$ cat src/sv/zpc_pkg.sv
package zpc_pkg;

  localparam int MAX_HALF_X = 3;
  localparam int MAX_HALF_Y = 3;
  localparam int MAX_WIDTH  = 1024;

  localparam int PIX_W   = 16;
  localparam int COEFF_W = 16;
  localparam int PROD_W  = 32;
  localparam int ACC_W   = 48;
  localparam int FUNC_W  = 2;
  localparam int KPOS_W  = 3;
  localparam int CFG_W   = 11;
  localparam int CFG_AW  = 2;
  localparam int HALF_W  = 2;
  localparam int ROW_W   = 11;

  localparam logic [ROW_W-1:0] ROW_SAT = 11'd2047;

  localparam int FIFO_DEPTH = 8;

  localparam logic [FUNC_W-1:0] FUNC_LOAD  = 2'd0;
  localparam logic [FUNC_W-1:0] FUNC_PIXEL = 2'd1;
  localparam logic [FUNC_W-1:0] FUNC_FLUSH = 2'd2;

  localparam logic [CFG_AW-1:0] REG_IMAGE_WIDTH = 2'd0;
  localparam logic [CFG_AW-1:0] REG_HALF_X      = 2'd1;
  localparam logic [CFG_AW-1:0] REG_HALF_Y      = 2'd2;

  typedef struct packed {
    logic shift;
    logic coeff_we;
    logic mask_we;
    logic mask;
  } cell_ctrl_t;

endpackage

$ cat src/sv/zpc_fifo.sv
module zpc_fifo #(
  parameter int DEPTH = zpc_pkg::FIFO_DEPTH,
  parameter int WIDTH = zpc_pkg::ACC_W + 1
) (
  input  logic                         clk_i,
  input  logic                         rst_ni,
  input  logic                         push_i,
  input  logic [WIDTH-1:0]             data_i,
  input  logic                         pop_i,
  output logic [WIDTH-1:0]             data_o,
  output logic [$clog2(DEPTH+1)-1:0]   count_o
);

  localparam int AW = $clog2(DEPTH);
  localparam int CW = $clog2(DEPTH + 1);

  logic [WIDTH-1:0] mem_q [DEPTH];
  logic [AW-1:0]    wr_q, rd_q;
  logic [CW-1:0]    cnt_q;

  always_ff @(posedge clk_i) begin
    if (push_i) begin
      mem_q[wr_q] <= data_i;
    end
  end

  always_ff @(posedge clk_i or negedge rst_ni) begin
    if (!rst_ni) begin
      wr_q  <= '0;
      rd_q  <= '0;
      cnt_q <= '0;
    end else begin
      if (push_i) begin
        wr_q <= (wr_q == AW'(DEPTH - 1)) ? '0 : wr_q + AW'(1);
      end
      if (pop_i) begin
        rd_q <= (rd_q == AW'(DEPTH - 1)) ? '0 : rd_q + AW'(1);
      end
      cnt_q <= cnt_q + CW'(push_i) - CW'(pop_i);
    end
  end

  assign data_o  = mem_q[rd_q];
  assign count_o = cnt_q;

endmodule

$ cat config.mk
export PLATFORM = sky130hd
export DESIGN_NAME = zpc_fifo
export DESIGN_NICKNAME = d
export VERILOG_FILES = /design/src/sv/zpc_pkg.sv /design/src/sv/zpc_fifo.sv
export SDC_FILE = /design/constraint.sdc
export NUM_CORES = 1
export LEC_CHECK = 0
export BUFFER_PORTS_ARGS = -buffer_cell sky130_fd_sc_hd__buf_4
export CORE_MARGIN = 3
export CORE_UTILIZATION = 45
export DETAILED_ROUTE_END_ITERATION = 10
export GPL_ROUTABILITY_DRIVEN = 0
export HOLD_SLACK_MARGIN = 0.05
export PLACE_DENSITY = 0.67
export SYNTH_ARGS = -nofsm -noshare
export SYNTH_HDL_FRONTEND = slang
export SYNTH_SLANG_ARGS = --single-unit
$ cat constraint.sdc
create_clock -name clk_i -period 9.3 [get_ports clk_i]
set_input_delay 0 -clock clk_i [delete_from_list [all_inputs] [get_ports clk_i]]
set_output_delay 0 -clock clk_i [all_outputs]
set_load 0.005 [all_outputs]
==> metrics.md, run 1 <==
| Metric | Value |
|---|---|
| HP Start | data_i[5] |
| DRT Pass-1 Iters | 5 |
| Static Leakage | ~6.3 nW |
| Multi-input gate area | between 0.003 and 0.004 mm² |
| Final WL | about 30000 µm |
| Post-CTS setup buffer count | 0 |
| Chip height | 191 µm |
| Maximum number of pins on one net before global-route repair | 56 |
| Via count | between 7000 and 8000 |
| Fillers | 2567 |
| Busiest grt layer | met2 |
| Clock Tree Buf Depth | 3 |
| CTS H-Tree Depth | 2 |
| First-pass GRT wire length | between 40000 and 50000 µm |
| Setup crit start | rd_q[0]$_DFFE_PN0P_ |
| Final setup viols | 0 |
| FMAX | between 200 and 300 MHz |
| VDD IR max | ~0.18 mV |
| Fin util | 0.550 |
| Total Negative Setup Slacks | 0 ps |
| Fin crit share | 0.378 |
| Met2 Use GR | 0.267 |
| Final nets | ~970 |
| I/O Buffers | roughly 110 |
| DR vias/cell | between 5 and 6 |
| Tightest Pin Transition | 1050 ps |
| Top Ports | 106 |
| Critical Path End Type | output port |
| Warnings, synthesis | 0 |
| CTS Buf Count | 42 |
| Setup Crit Path Kind | flip-flop to output port |
| Hold Vio Cnt, Final | 0 |
| Die Wd | between 150 and 200 µm |
| Commonest non-fill, non-tap cell in the layout | edfxtp_1 |
| GR Layer Usage met1 | 0.249 |
| Antenna violations before repair | 3 |
| Status | finished clean |
| DR WL/cell | ~22 µm |
| Layout cells sized above 1 | 0.306 |
| Post-Syn Area per Cell | 21.3 µm² |
| Max_cap viols | 0 |
| Initial Utilization | 0.458 |
| Skew-Pair Late Insertion Delay | between 500 and 600 ps |
| Row count | 67 |
| Clock Sink Count | 402 |
| CP required | about 9300 ps |
| Most frequent cells in the layout | edfxtp_1, nand2_1, buf_4, mux4_2, dlygate4sd3_1 |
| GRT Overall Usage | 0.169 |
| Register bit total from synthesis | ~400 |
| Register area | 0.0120 mm² |
| CP startpoint kind | flip-flop |
| Total global routing overflow | 0 |
| Initial drt markers | ~500 |
| DP HPWL | 15200 µm |
| Vias in the first global route | 7719 |
| Area Growth Syn to Fin | 20.0% |
| Total die area | 0.0365 mm² |
| Period minus WS final | around 3500 ps |
| Final ANT Viol Nets | 0 |
| Reg clk slew, reported paths | around 60 ps |
| Syn Nets | around 790 |
| CTS tree | yes |
| Cell Area, Synth | ~0.015 mm² |
| Post-synthesis cell type count | 24 |
| Worst Clk Skew | about 16 ps |
| Reg-to-reg startpoint | rd_q[2]$_DFFE_PN0P_ |
| Gate count of the mapped netlist | between 700 and 800 |
| RSZ-0062 raised after global routing | false |
| Post-CTS sizing | 0 |
| Crit path DAT | around 3500 ps |
| Worst Path Max Fanout | 53 |
| Area of the core | around 0.034 mm² |
| Seq/Total Area, Yosys | 0.780 |
| Rel. slew slack | 0.300 |
| PD cells | 306 mW/mm² |
| Clock root cell | clkbuf_16 |
| Met3 Usage GRT | 0.0293 |
| Drc violations | 0 |
| Type of the tightest min-delay check | input pin to flip-flop |
| Slew Limit Fails | 0 |
-- cell families after synthesis --
group,synth area share
and+or+nand+nor,0.0409
adders and majority gates,0.00779
muxes,0.146
buffers and inverters,0.0220
DFF,0.780
AOI/OAI and AO/OA,0.00146
xor gates and xnor gates,0.00171
-- cells in the mapped netlist --
master      n  share of area
buf_6       1        0.00073
buf_8       1        0.00097
nor2_1      8         0.0019
fa_1        1         0.0013
inv_1       6         0.0015
xnor2_1     2         0.0011
nand3b_1    2        0.00097
buf_4       1        0.00049
edfxtp_1  392           0.76
xor2_1      1        0.00057
buf_12      9          0.012
nand2b_1    2        0.00081
mux4_2     98           0.14
clkbuf_1    5         0.0012
buf_2      16         0.0052
o21ai_0     2        0.00065
nor3_1      2        0.00065
ha_1        8         0.0065
dfrtp_1    10          0.016
nand2_1   150          0.037
a21o_1      1        0.00049
inv_2       1        0.00024
mux2_2      4         0.0029
a21oi_1     1        0.00032
-- metrics by stage --
step | hold slack [ps] | total power [W] | cell area [µm²] | instances | setup WS (ps)
after global routing | 239 | 0.00596 | 18500 | 1388 | 5370
final | 240 | 0.00565 | 18500 | 1389 | 5790
after CTS | 219 | 0.00575 | 18500 | 1386 | 5580
after global placement | -154 | 0.00409 | 16600 | 1256 | 6150
after detailed placement | -155 | 0.00411 | 16600 | 1256 | 6150
after floorplan | -296 | 0.00352 | 15400 | 724 | 4860
-- layout make-up --
class | instances | area share
sequential | 402 | 0.651
multi-input combinational | 282 | 0.168
timing repair buffer | 170 | 0.0762
clock buffer | 55 | 0.0606
tap | 448 | 0.0303
clock inverter | 22 | 0.0122
inverter | 7 | 0.00142
antenna | 3 | 0.000406
-- layer usage --
metal  wire length, µm  part of all wire
met5                13           0.00043
met2             14400              0.48
met4               580             0.019
met1             13900              0.46
met3              1290             0.043
-- sequential cells by signal, summed over array words and instances (netlist names) --
signal,cells
rd_q,3
wr_q,3
count_o,4
mem_q,392
-- where the power goes --
part,internal [W],total [W],switching (W),leakage (nW)
Sequential,0.00228,0.00245,0.000171,3.68
Combinational,0.000809,0.00160,0.000788,2.01
Clock,0.000963,0.00161,0.000649,0.648
-- worst paths after layout --
kind | cells past startpoint | slack [ps] | end
worst max-delay path | 5 | 5790 | data_o[0]
worst min-delay path | 2 | 240 | mem_q[5][5]$_DFFE_PP_
worst max register to register | 4 | 6830 | rd_q[0]$_DFFE_PN0P_
worst min register to register | 1 | 560 | wr_q[2]$_DFFE_PN0P_
max in group asynchronous | 3 | 8380 | rd_q[0]$_DFFE_PN0P_
min in group asynchronous | 3 | 530 | rd_q[2]$_DFFE_PN0P_
-- critical path, stage by stage, from the launching register on --
cell and delay (ps):
dfrtp_4 1070, buf_4 930, mux4_2 600, nand2_1 80, nand2_1 110, buf_4 160
-- timing repair --
item / in CTS / in global routing
hold buffers: 53 / 0
setup endpoints to repair: 0 / 0
endpoints found under the hold margin: 410 / 0
Note: power is estimated with default switching activity, not from simulation.
==> run 2, diff against run 1 <==
--- a/config.mk
+++ b/config.mk
@@ -11,7 +11,7 @@
 export DETAILED_ROUTE_END_ITERATION = 10
 export GPL_ROUTABILITY_DRIVEN = 0
 export HOLD_SLACK_MARGIN = 0.05
-export PLACE_DENSITY = 0.67
+export PLACE_DENSITY = 0.7
 export SYNTH_ARGS = -nofsm -noshare
 export SYNTH_HDL_FRONTEND = slang
 export SYNTH_SLANG_ARGS = --single-unit
==> constraint.sdc (replaced) <==
create_clock -name clk_i -period 3.05 [get_ports clk_i]
set_input_delay 0 -clock clk_i [delete_from_list [all_inputs] [get_ports clk_i]]
set_output_delay 0 -clock clk_i [all_outputs]
set_load 0.005 [all_outputs]
==> metrics.md, run 2 (synthesized netlist as in run 1, its figures left out) <==
| Metric | Value |
|---|---|
| Clock root cell | clkbuf_16 |
| Antenna violations before repair | 3 |
| Row count | 67 |
| Worst r2r path cells | 3 |
| Status | finished clean |
| Most frequent cells in the layout | edfxtp_1, nand2_1, buf_4, mux4_2, dlygate4sd3_1 |
| Worst Clk Skew | between 15 and 20 ps |
| FMAX | 397 MHz |
| CP max stage cell | dfrtp_4 |
| DRT Pass-1 Iters | 5 |
| Setup crit start | rd_q[2]$_DFFE_PN0P_ |
| Crit path DAT | between 2000 and 3000 ps |
| Type of the tightest min-delay check | input pin to flip-flop |
| Static Leakage | roughly 6.4 nW |
| CP startpoint kind | flip-flop |
| Max_cap viols | 0 |
| Fin util | 0.551 |
| Drc violations | 0 |
| DR WL/cell | 21.4 µm |
| Final setup viols | 0 |
| CTS tree | yes |
| Period minus WS final | 2520 ps |
| Worst Path Max Fanout | 51 |
| Post-CTS setup buffer count | 0 |
| CTS Buf Count | between 40 and 50 |
| Fillers | 2519 |
| Initial drt markers | about 480 |
| GRT Overall Usage | 0.167 |
| Number of flip-flops in the largest register | 392 |
| Final Non-Filler Cells | 1394 |
| Critical Path End | data_o[38] |
| Final nets | about 1000 |
| Fin crit share | 0.825 |
| Critical path depth in cells | 5 |
| Layout cells sized above 1 | 0.310 |
| Reg clk slew, reported paths | around 60 ps |
| Total global routing overflow | 0 |
| Commonest non-fill, non-tap cell in the layout | edfxtp_1 |
| Total die area | approximately 0.037 mm² |
| Crit path buffers/inverters | 2 |
| VDD IR max | 0.597 mV |
| Via count | about 7300 |
| DR vias/cell | 5.26 |
| Reg-to-reg startpoint | wr_q[0]$_DFFE_PN0P_ |
| Tightest Pin Transition | 759 ps |
| Clock Tree Buf Depth | 3 |
| Top Ports | 106 |
| I/O Buffers | around 110 |
| Reg-to-reg endpoint | mem_q[6][45]$_DFFE_PP_ |
| Area of the core | about 0.034 mm² |
| Clock Sink Count | 402 |
| Chip height | about 190 µm |
| Maximum number of pins on one net before global-route repair | 52 |
| CP max stage delay | 920 ps |
| Top delay family on crit path | flip-flops |
| Final WL | around 30000 µm |
| First-pass GRT wire length | between 40000 and 50000 µm |
| Hold Vio Cnt, Final | 0 |
| CTS H-Tree Depth | 2 |
| Skew-Pair Late Insertion Delay | approximately 530 ps |
| Rel. slew slack | 0.494 |
| Final ANT Viol Nets | 0 |
| Area Growth Syn to Fin | 20.2% |
| Slew Limit Fails | 0 |
| Most flops, register | mem_q |
| DP Worst Slack | between 1000 and 1500 ps |
| R2R Setup Slk | about 1100 ps |
| Final WS setup | 533 ps |
| Critical path cell sequence | buf_4 -> mux4_2 -> nand2_1 -> nand2_1 -> buf_4 |
| Vias in the first global route | around 7600 |
| DP HPWL | between 15000 and 20000 µm |
| Die Wd | between 150 and 200 µm |
| RSZ-0062 raised after global routing | false |
| Initial Utilization | 0.458 |
| Inst Count DP | 1267 |
| Setup Crit Path Kind | flip-flop to output port |
| CP required | a little over 3000 ps |
| PD cells | approximately 900 mW/mm² |
| Critical Path End Type | output port |
## run 2: cell types whose count changed in the layout (fill, tap and decap cells not counted), sizes merged
cell	change
diode	-2
clkbuf	-1
buf	+11
clkinvlp	-1
bufinv	-3
clkinv	-1
inv	+2
## run 2: stage by stage
stage                     total power, W  hold WS (ps)  area (µm²)  setup TNS, ps
after floorplan                   0.0107          -296       15400         -15010
after global placement            0.0126          -154       16800              0
final                             0.0170           250       18500              0
after detailed placement          0.0127          -152       16800              0
after CTS                         0.0173           229       18500              0
after global routing              0.0179           252       18500              0
## run 2: worst min-delay path by stage
stage	start	end	slack (ps)	cells after the start
after CTS	data_i[33]	mem_q[4][33]$_DFFE_PP_	230	2
after floorplan	rst_ni	count_o[0]$_DFF_PN0_	-300	0
final	data_i[3]	mem_q[5][3]$_DFFE_PP_	250	2
after global placement	rst_ni	count_o[0]$_DFF_PN0_	-150	1
after detailed placement	rst_ni	count_o[0]$_DFF_PN0_	-150	1
after global routing	data_i[32]	mem_q[7][32]$_DFFE_PP_	250	2
## run 2: power breakdown
| part | switching (W) | leakage, nW | internal, W |
|---|---|---|---|
| Sequential | 0.000451 | 3.68 | 0.00693 |
| Combinational | 0.00250 | 2.10 | 0.00261 |
| Clock | 0.00192 | 0.582 | 0.00256 |
| Total | 0.00487 | 6.36 | 0.0121 |
## run 2: metal layers
| metal | share of wire | GRT usage | vias to the layer above |
|---|---|---|---|
| met2 | 0.50 | 0.279 | 217 |
| met4 | 0.015 | 0.0370 | 4 |
| met1 | 0.43 | 0.233 | 3793 |
| li1 | - | - | 3279 |
| met3 | 0.061 | 0.0304 | 42 |
| met5 | 0.00047 | 0 | - |
## run 2: final cells by class
class	count	area, µm²	share of cell area
clock buffers	54	1070	0.0580
repair buffers	181	1590	0.0859
diodes	1	2.50	0.000135
multi-input cells	282	3120	0.168
well taps	448	561	0.0303
clock inverters	19	119	0.00642
flip-flops and latches	402	12000	0.649
inverters	7	26.3	0.00142
## run 2: timing repair
| item | 4_1_cts | 5_1_grt |
|---|---|---|
| endpoints found under the setup margin | 0 | 0 |
| hold buffers | 53 | 0 |
| resized for setup | 0 | 0 |
| endpoints found under the hold margin | 410 | 0 |
