--- src/sv/zpc_pkg.sv ---
package zpc_pkg;

  localparam int MAX_HALF_X = 3;
  localparam int MAX_HALF_Y = 3;
  localparam int MAX_WIDTH  = 1024;

  localparam int PIX_W   = 16;
  localparam int COEFF_W = 16;
  localparam int PROD_W  = 32;
  localparam int ACC_W   = 48;
  localparam int FUNC_W  = 2;
  localparam int KPOS_W  = 3;
  localparam int CFG_W   = 11;
  localparam int CFG_AW  = 2;
  localparam int HALF_W  = 2;
  localparam int ROW_W   = 11;

  localparam logic [ROW_W-1:0] ROW_SAT = 11'd2047;

  localparam int FIFO_DEPTH = 8;

  localparam logic [FUNC_W-1:0] FUNC_LOAD  = 2'd0;
  localparam logic [FUNC_W-1:0] FUNC_PIXEL = 2'd1;
  localparam logic [FUNC_W-1:0] FUNC_FLUSH = 2'd2;

  localparam logic [CFG_AW-1:0] REG_IMAGE_WIDTH = 2'd0;
  localparam logic [CFG_AW-1:0] REG_HALF_X      = 2'd1;
  localparam logic [CFG_AW-1:0] REG_HALF_Y      = 2'd2;

  typedef struct packed {
    logic shift;
    logic coeff_we;
    logic mask_we;
    logic mask;
  } cell_ctrl_t;

endpackage

--- src/sv/zpc_cell.sv ---
module zpc_cell (
  input  logic                                   clk_i,
  input  logic                                   rst_ni,
  input  zpc_pkg::cell_ctrl_t                    ctrl_i,
  input  logic signed [zpc_pkg::COEFF_W-1:0]     coeff_i,
  input  logic signed [zpc_pkg::PIX_W-1:0]       data_i,
  output logic signed [zpc_pkg::PIX_W-1:0]       data_o,
  output logic signed [zpc_pkg::PROD_W-1:0]      prod_o
);

  logic signed [zpc_pkg::PIX_W-1:0]   win_q;
  logic signed [zpc_pkg::COEFF_W-1:0] coeff_q;
  logic                               mask_q;
  logic signed [zpc_pkg::PROD_W-1:0]  prod_q;

  always_ff @(posedge clk_i or negedge rst_ni) begin
    if (!rst_ni) begin
      win_q   <= '0;
      coeff_q <= '0;
      mask_q  <= 1'b0;
    end else begin
      if (ctrl_i.shift) begin
        win_q <= data_i;
      end
      if (ctrl_i.coeff_we) begin
        coeff_q <= coeff_i;
      end
      if (ctrl_i.mask_we) begin
        mask_q <= ctrl_i.mask;
      end
    end
  end

  // Positions outside the image contribute nothing to the sum.
  always_ff @(posedge clk_i) begin
    if (mask_q) begin
      prod_q <= win_q * coeff_q;
    end else begin
      prod_q <= '0;
    end
  end

  assign data_o = win_q;
  assign prod_o = prod_q;

endmodule

--- config.mk ---
export PLATFORM = sky130hd
export DESIGN_NAME = zpc_cell
export DESIGN_NICKNAME = d
export VERILOG_FILES = /design/src/sv/zpc_pkg.sv /design/src/sv/zpc_cell.sv
export SDC_FILE = /design/constraint.sdc
export NUM_CORES = 1
export LEC_CHECK = 0
export ABC_AREA = 0
export BUFFER_PORTS_ARGS = -buffer_cell sky130_fd_sc_hd__buf_2
export CORE_MARGIN = 2
export CORE_UTILIZATION = 55
export CTS_BUF_LIST = sky130_fd_sc_hd__clkbuf_8
export DETAILED_ROUTE_END_ITERATION = 8
export GPL_TIMING_DRIVEN = 0
export PLACE_DENSITY = 0.74
export SLEW_MARGIN = 20
export SYNTH_ARGS = -nofsm -noshare
export SYNTH_HDL_FRONTEND = slang
export SYNTH_SLANG_ARGS = --single-unit
--- constraint.sdc ---
create_clock -name clk_i -period 11.81 [get_ports clk_i]
set_clock_uncertainty 0.1 [all_clocks]
set_input_delay 1.181 -clock clk_i [delete_from_list [all_inputs] [get_ports clk_i]]
set_output_delay 1.181 -clock clk_i [all_outputs]
set_load 0.005 [all_outputs]
==> metrics.cfg, run 1 <==
[yosys]
synth_seq_cells = 65
synth_area_um2 = 12100
synth_top_area_share_pct = 43.2
yosys-top-cells-area = fa_1 (43%), inv_1 (9.0%), ha_1 (8.5%)
synth-async-reset-ratio_pct = 50.8
ys_warn_count = 0
synth_cell_types = 57
synth-seq-area-share_pct = 12.1
avgSynthCellArea_um2 = 9.66
synthSimpleGateAreaFrac_pct = 14.8
post-synth-top-area-cell = fa_1
ys.flop_type = dfrtp_1
synthAdderAreaFrac_pct = 51.7
synth_top_family_by_area = adder cells
synth_compound_area_share_pct = 5.78
synth_xor_area_share_pct = 1.52
synthCells = 1256
synthMuxAreaShare_pct = 3.71
synth_edf_count = 0
syn_nets = 1638

[die]
rows = 54
dieHeight_um = 153
start_util_pct = 55.8
fp.dieW_um = 153
ios = 86
core-area_um2 = 21800
dieArea_um2 = 23300

[timing]
min_period_ns = 6.91
tightestPinTransition_ns = 0.918
final-max-slew-violation-count = 0
fin_tns_setup_ns = 0
setup_slack_ns = 4.90
hold_ws_ns = 0.523
min_period_over_period_pct = 58.5
fmax_ghz = 0.145
relSlewSlack_pct = 38.8
rsz0062_at_grt = no
setup_viol_count_final = 0
hold_violations = 0

[final_layout]
diodes = 0
fillers = 1900
layout.area.seq_um2 = 1470
drive_above_1_share_pct = 11.4
final_nets = 1732
multiInputGateArea_um2 = 9410
fin_cells = 1635
area_growth_pct = 8.18

[critical_path]
timing.rr.start = data_o[15]$_DFFE_PN0P_
critPathArrivalTime_ns = 7.13
max_stage_delay_ns = 0.88
critical_path.startpoint = data_o[15]$_DFFE_PN0P_
crit_cells = 18
crit_top_cell = fa_1
cp-endpoint = prod_o[30]$_SDFF_PN0_
path_buf_inv = 4
startpoint_type = flop
crit_family = adder cells
worstReg2RegEnd = prod_o[30]$_SDFF_PN0_
critPathKind = flop to flop
r2r_slack_ns = 4.90
crit_fanout = 10
critPathSlowestCell = fa_1
r2r_cells = 18
path_cells = clkbuf_1, nand2_1, inv_1, fa_1, fa_1, inv_1, fa_1, inv_1, fa_1, fa_1, fa_1, ha_1, a21o_1, a21o_1, a21oi_1, a21bo_2, o21ai_1, mux2i_1
worstSetupEndpointType = flop
required_ns = 12.02

[outcome]
status = finished clean

[global_route]
grt_max_degree = 34
track_usage_pct = 28.5
grt_pass1_vias = 9599
antenna_found_initial = 0
grt_pass1_wl_mm = 51.1
grt_remaining_overflow = 0

[clock_network]
cts.sinks = 65
clk_pin_slew_ns = 0.08
cts-root-buf = clkbuf_8
cts_tree = yes
numCtsBuffers = 9
cts_hold_buf = 0
clk_path_buf_depth = 2
postCtsSetupRepairBufs = 0
post_cts_resized = 0
htreeDepth = 3
clkLatencyLatePin_ns = 0.39

[placed_design]
port_buffers = 83
dp_slack_ns = 5.00
routabilityCongestion = 0.942
place_inst = 1619
dp_hpwl_mm = 26.1

[routing]
vias = 8988
wl_per_cell_um = 19.4
postRouteAntennaNets = 0
drt-initial-drc-count = 581
finalWirelength_mm = 31.7
drc = 0
first_pass_iters = 5
post_drt_via_cell_ratio = 5.50

[run]
drv_cap = 0

[hold_path]
min_path_type = flop to flop

[stage by stage]
step | instance area [um^2] | utilization (%)
finish | 13100 | 60.3
CTS | 13100 | 60.3
global placement | 12900 | 59.3
detailed placement | 12900 | 59.3
global route | 13100 | 60.3
floorplan | 12100 | -
[metal layers]
metal / wire length, um / part of all wire, % / GRT usage [%] / vias to the layer above
li1: - / - / - / 3936
met1: 12600 / 40 / 38.8 / 4638
met2: 15700 / 50 / 47.2 / 337
met3: 2190 / 6.9 / 4.44 / 77
met4: 1170 / 3.7 / 10.0 / 0
met5: 0 / 0 / 0 / -
[cells in the mapped netlist, types with 15 or more instances]
cell type,number
inv_1,290
fa_1,262
nand2_1,143
and2_1,135
ha_1,82
clkbuf_1,40
dfrtp_1,33
dfxtp_1,32
mux2_2,32
nor2_1,28
a21oi_1,23
o21ai_0,18
xnor2_1,16
nand2b_1,15
[worst reg2reg max path, delay by kind of cell (launching register included)]
family	cells	cell delay, ns
flip-flops	1	0.60
AO/OA/AOI/OAI	5	0.98
AND/OR/NAND/NOR	1	0.19
adder cells (fa/ha/maj)	7	3.86
buffers and inverters	4	0.94
multiplexers	1	0.20
[state kept, by name, indices dropped and copies added (netlist names)]
name	cells
data_o	16
coeff_q	16
prod_o	32
mask_q	1
[how the worst min path moves through the flow]
stage	start	to	slack (ns)	depth (start not counted)
2_1_floorplan	coeff_q[0]$_DFFE_PN0P_	prod_o[0]$_SDFF_PN0_	0.45	1
3_3_place_gp	mask_q$_DFFE_PN0P_	prod_o[29]$_SDFF_PN0_	0.51	2
3_5_place_dp	mask_q$_DFFE_PN0P_	prod_o[28]$_SDFF_PN0_	0.51	2
4_1_cts	mask_q$_DFFE_PN0P_	prod_o[28]$_SDFF_PN0_	0.53	2
5_1_grt	mask_q$_DFFE_PN0P_	prod_o[31]$_SDFF_PN0_	0.57	2
6_report	mask_q$_DFFE_PN0P_	prod_o[29]$_SDFF_PN0_	0.52	2
[cell families (layout without fill, tap and decap cells)]
group	Yosys count	in the layout
adders and majority gates	344	344
xor gates and xnor gates	21	21
and+or+nand+nor	352	352
muxes	41	41
buffers and inverters	333	432
AOI/OAI and AO/OA	100	100
DFF	65	65
[placed cells by master, fill, tap and decap left out, types with 3 or more instances in the layout]
cell type / instances
a21oi_1: 23
o21ai_1: 10
xor2_1: 5
a211o_1: 3
inv_1: 290
o21a_1: 5
a31oi_1: 5
o21ai_0: 18
a21oi_2: 3
and3_1: 6
a211oi_2: 3
mux2i_1: 9
fa_1: 262
nand2b_1: 15
dfrtp_1: 33
ha_1: 82
o21bai_1: 3
and2_1: 135
a211oi_1: 3
mux2_2: 32
nand3_1: 4
dfxtp_1: 32
clkbuf_8: 9
clkbuf_1: 40
or3_1: 3
a21o_1: 7
xnor2_1: 16
nor2_1: 28
buf_2: 83
nor3_1: 6
nand2_1: 143
[area by class of cell]
type,instances,area share [%]
Sequential cell,65,11.2
Tap cell,280,2.67
Multi-Input combinational cell,858,71.7
Buffer,43,1.29
Clock inverter,7,0.782
Timing Repair Buffer,83,3.17
Clock buffer,9,0.944
Inverter,290,8.30
Power of run 1 is left out: the tool's default activity adds up to more than one toggle a clock period on the data nets, which glitch-free logic cannot reach.
==> run 2: changes to the inputs <==
--- a/config.mk
+++ b/config.mk
@@ -5,7 +5,7 @@
 export SDC_FILE = /design/constraint.sdc
 export NUM_CORES = 1
 export LEC_CHECK = 0
-export ABC_AREA = 0
+export ABC_AREA = 1
 export BUFFER_PORTS_ARGS = -buffer_cell sky130_fd_sc_hd__buf_2
 export CORE_MARGIN = 2
 export CORE_UTILIZATION = 55
==> constraint.sdc (replaced) <==
create_clock -name clk_i -period 7.1 [get_ports clk_i]
set_clock_uncertainty 0.1 [all_clocks]
set_input_delay 0.71 -clock clk_i [delete_from_list [all_inputs] [get_ports clk_i]]
set_output_delay 0.71 -clock clk_i [all_outputs]
set_load 0.005 [all_outputs]
==> run 2 against run 1 <==
Compared with the run above:
- area after synthesis increased by 5.0%
- register-to-register slack worse by 4.7 ns
- setup slack got worse by 4.7 ns
- via count increased by 16%
- sequential cell count stayed put
- sequential share of layout area down 0.50 points
- non-clock buffer count up 25
==> metrics.cfg, run 2 <==
[outcome]
status = finished clean

[die]
dieArea_um2 = 24400
fp.dieW_um = 156
dieHeight_um = 156
start_util_pct = 56.1
rows = 55
ios = 86
core-area_um2 = 22700

[clock_network]
cts_tree = yes
cts-root-buf = clkbuf_8
post_cts_resized = 0
postCtsSetupRepairBufs = 0
clk_path_buf_depth = 2
clkLatencyLatePin_ns = 0.39
cts.sinks = 65
cts_hold_buf = 0
htreeDepth = 3
clk_pin_slew_ns = 0.10
numCtsBuffers = 9

[yosys]
avgSynthCellArea_um2 = 7.85
synth_commonest_cells = inv_1 (480), nand2_1 (433), fa_1 (262), ha_1 (82), nor2_1 (77)
synth_seq_cells = 65
synth_top_area_share_pct = 41.2
synthCells = 1622
syn_nets = 2004
synthAdderAreaFrac_pct = 49.3
synth_compound_area_share_pct = 2.81
synth_cell_types = 27
synth-async-reset-ratio_pct = 50.8
synth_xor_area_share_pct = 0.275
synth_edf_count = 0
post-synth-top-area-cell = fa_1
synthSimpleGateAreaFrac_pct = 17.5
yosys-top-cells-area = fa_1 (41%), inv_1 (14%), nand2_1 (13%)
synth_area_um2 = 12700
synthMuxAreaShare_pct = 2.39
synth-seq-area-share_pct = 11.5
ys.flop_type = dfrtp_1
synth_top_family_by_area = adder cells
ys_warn_count = 0
synth_most_common_cell = inv_1

[timing]
min_period_ns = 6.93
fmax_ghz = 0.144
relSlewSlack_pct = 38.7
tightestPinTransition_ns = 0.920
setup_viol_count_final = 0
hold_violations = 0
final-max-slew-violation-count = 0
rsz0062_at_grt = no
min_period_over_period_pct = 97.7
fin_tns_setup_ns = 0

[critical_path]
startpoint_type = flop
critPathKind = flop to flop
r2r_cells = 24
crit_fanout = 10
worstSetupEndpointType = flop
worstReg2RegEnd = prod_o[19]$_SDFF_PN0_
required_ns = 7.33
r2r_slack_ns = 0.17
critPathArrivalTime_ns = 7.16
timing.rr.start = data_o[6]$_DFFE_PN0P_

[global_route]
grt_max_degree = 34
track_usage_pct = 31.3
antenna_found_initial = 0
grt_pass1_vias = 11000
grt_pass1_wl_mm = 57.5
grt_remaining_overflow = 0

[routing]
finalWirelength_mm = 35.3
drc = 0
vias = 10400
drt-initial-drc-count = 759
first_pass_iters = 5
post_drt_via_cell_ratio = 5.21
wl_per_cell_um = 17.6
postRouteAntennaNets = 0

[placed_design]
dpl-instance-area_um2 = 13500
port_buffers = 83
dp_hpwl_mm = 29.5
routabilityCongestion = 0.985
place_inst = 1990

[final_layout]
diodes = 0
largest_register_ffs = 32
area_growth_pct = 7.88
drive_above_1_share_pct = 7.85
final_cell_mix = inv_1 (480), nand2_1 (433), fa_1 (262), buf_2 (85), ha_1 (82)
final_nets = 2097
fin_cells = 2005
fin_area_um2 = 13700
final_common_cell = inv_1

[run]
drv_cap = 0

[hold_path]
min_path_type = input port to asynchronous set/reset pin

run 2: cell types whose count changed in the layout (fill, tap and decap cells not counted), moves of 9 or more:
cell and delta:
inv_1 +190, nand2_1 +290, nand2b_1 -15, and2_1 -132, xnor2_1 -13, clkbuf_1 +25
mux2i_1 -9, nor2_1 +49, a21oi_1 +10, o21ai_1 -9, nand3_1 +30
run 2: cell type report:
type                       count  area, um^2
multi-input combinational   1006        9190
fill                        2000        8980
inverter                     482        1810
sequential                    65        1470
timing repair buffer          83         415
tap                          285         357
buffer                        68         258
clock buffer                  10         138
clock inverter                 6        97.6
run 2: layer usage:
layer  wire length, um  vias up  part of all wire (%)  global-route usage (%)
li1                  -     4764                     -                       -
met1             14200     5063                    40                    43.1
met2             16200      498                    46                    49.5
met3              3300      112                   9.3                    5.58
met4              1650        0                   4.7                    12.9
met5                 0        -                     0                       0
run 2: worst max path at each step:
| stage | from | to | slack, ns | depth (start not counted) |
|---|---|---|---|---|
| floorplan | data_o[15]$_DFFE_PN0P_ | prod_o[29]$_SDFF_PN0_ | 1.49 | 21 |
| global placement | coeff_q[7]$_DFFE_PN0P_ | prod_o[19]$_SDFF_PN0_ | 0.35 | 24 |
| detailed placement | coeff_q[7]$_DFFE_PN0P_ | prod_o[19]$_SDFF_PN0_ | 0.34 | 24 |
| CTS | coeff_q[7]$_DFFE_PN0P_ | prod_o[19]$_SDFF_PN0_ | 0.31 | 24 |
| global route | coeff_q[8]$_DFFE_PN0P_ | prod_o[19]$_SDFF_PN0_ | 0.01 | 24 |
| finish | data_o[6]$_DFFE_PN0P_ | prod_o[19]$_SDFF_PN0_ | 0.17 | 24 |
run 2: kinds of logic after synthesis:
kind of cell | after synthesis
simple gates | 566
compound gates | 65
mux | 27
buf+inv | 551
xor+xnor | 4
flops | 65
fa+ha+maj | 344
run 2: per-stage QoR:
| stage | setup WS [ns] | hold WS, ns | util, % |
|---|---|---|---|
| floorplan | 1.49 | 0.314 | - |
| global placement | 0.354 | 0.632 | 59.5 |
| detailed placement | 0.341 | 0.624 | 59.5 |
| CTS | 0.308 | 0.367 | 60.5 |
| global route | 0.0147 | 0.398 | 60.5 |
| finish | 0.166 | 0.361 | 60.5 |
run 2: worst max-delay path: stages, from the launching register on:
cell and delay [ns]:
dfrtp_1 0.35, clkbuf_1 0.51, clkbuf_1 0.55, nand2_1 0.18, fa_1 0.54, inv_1 0.06
fa_1 0.50, inv_1 0.07, fa_1 0.54, inv_1 0.06, fa_1 0.45, fa_1 0.49
inv_1 0.05, fa_1 0.55, inv_1 0.07, ha_1 0.33, nand2_1 0.20, inv_1 0.08
a21oi_1 0.38, nand3_1 0.33, nand2_1 0.14, nand3_1 0.10, nand2_1 0.08, nand2_1 0.04
nor2_1 0.12
Power of run 2 is left out for the same reason.
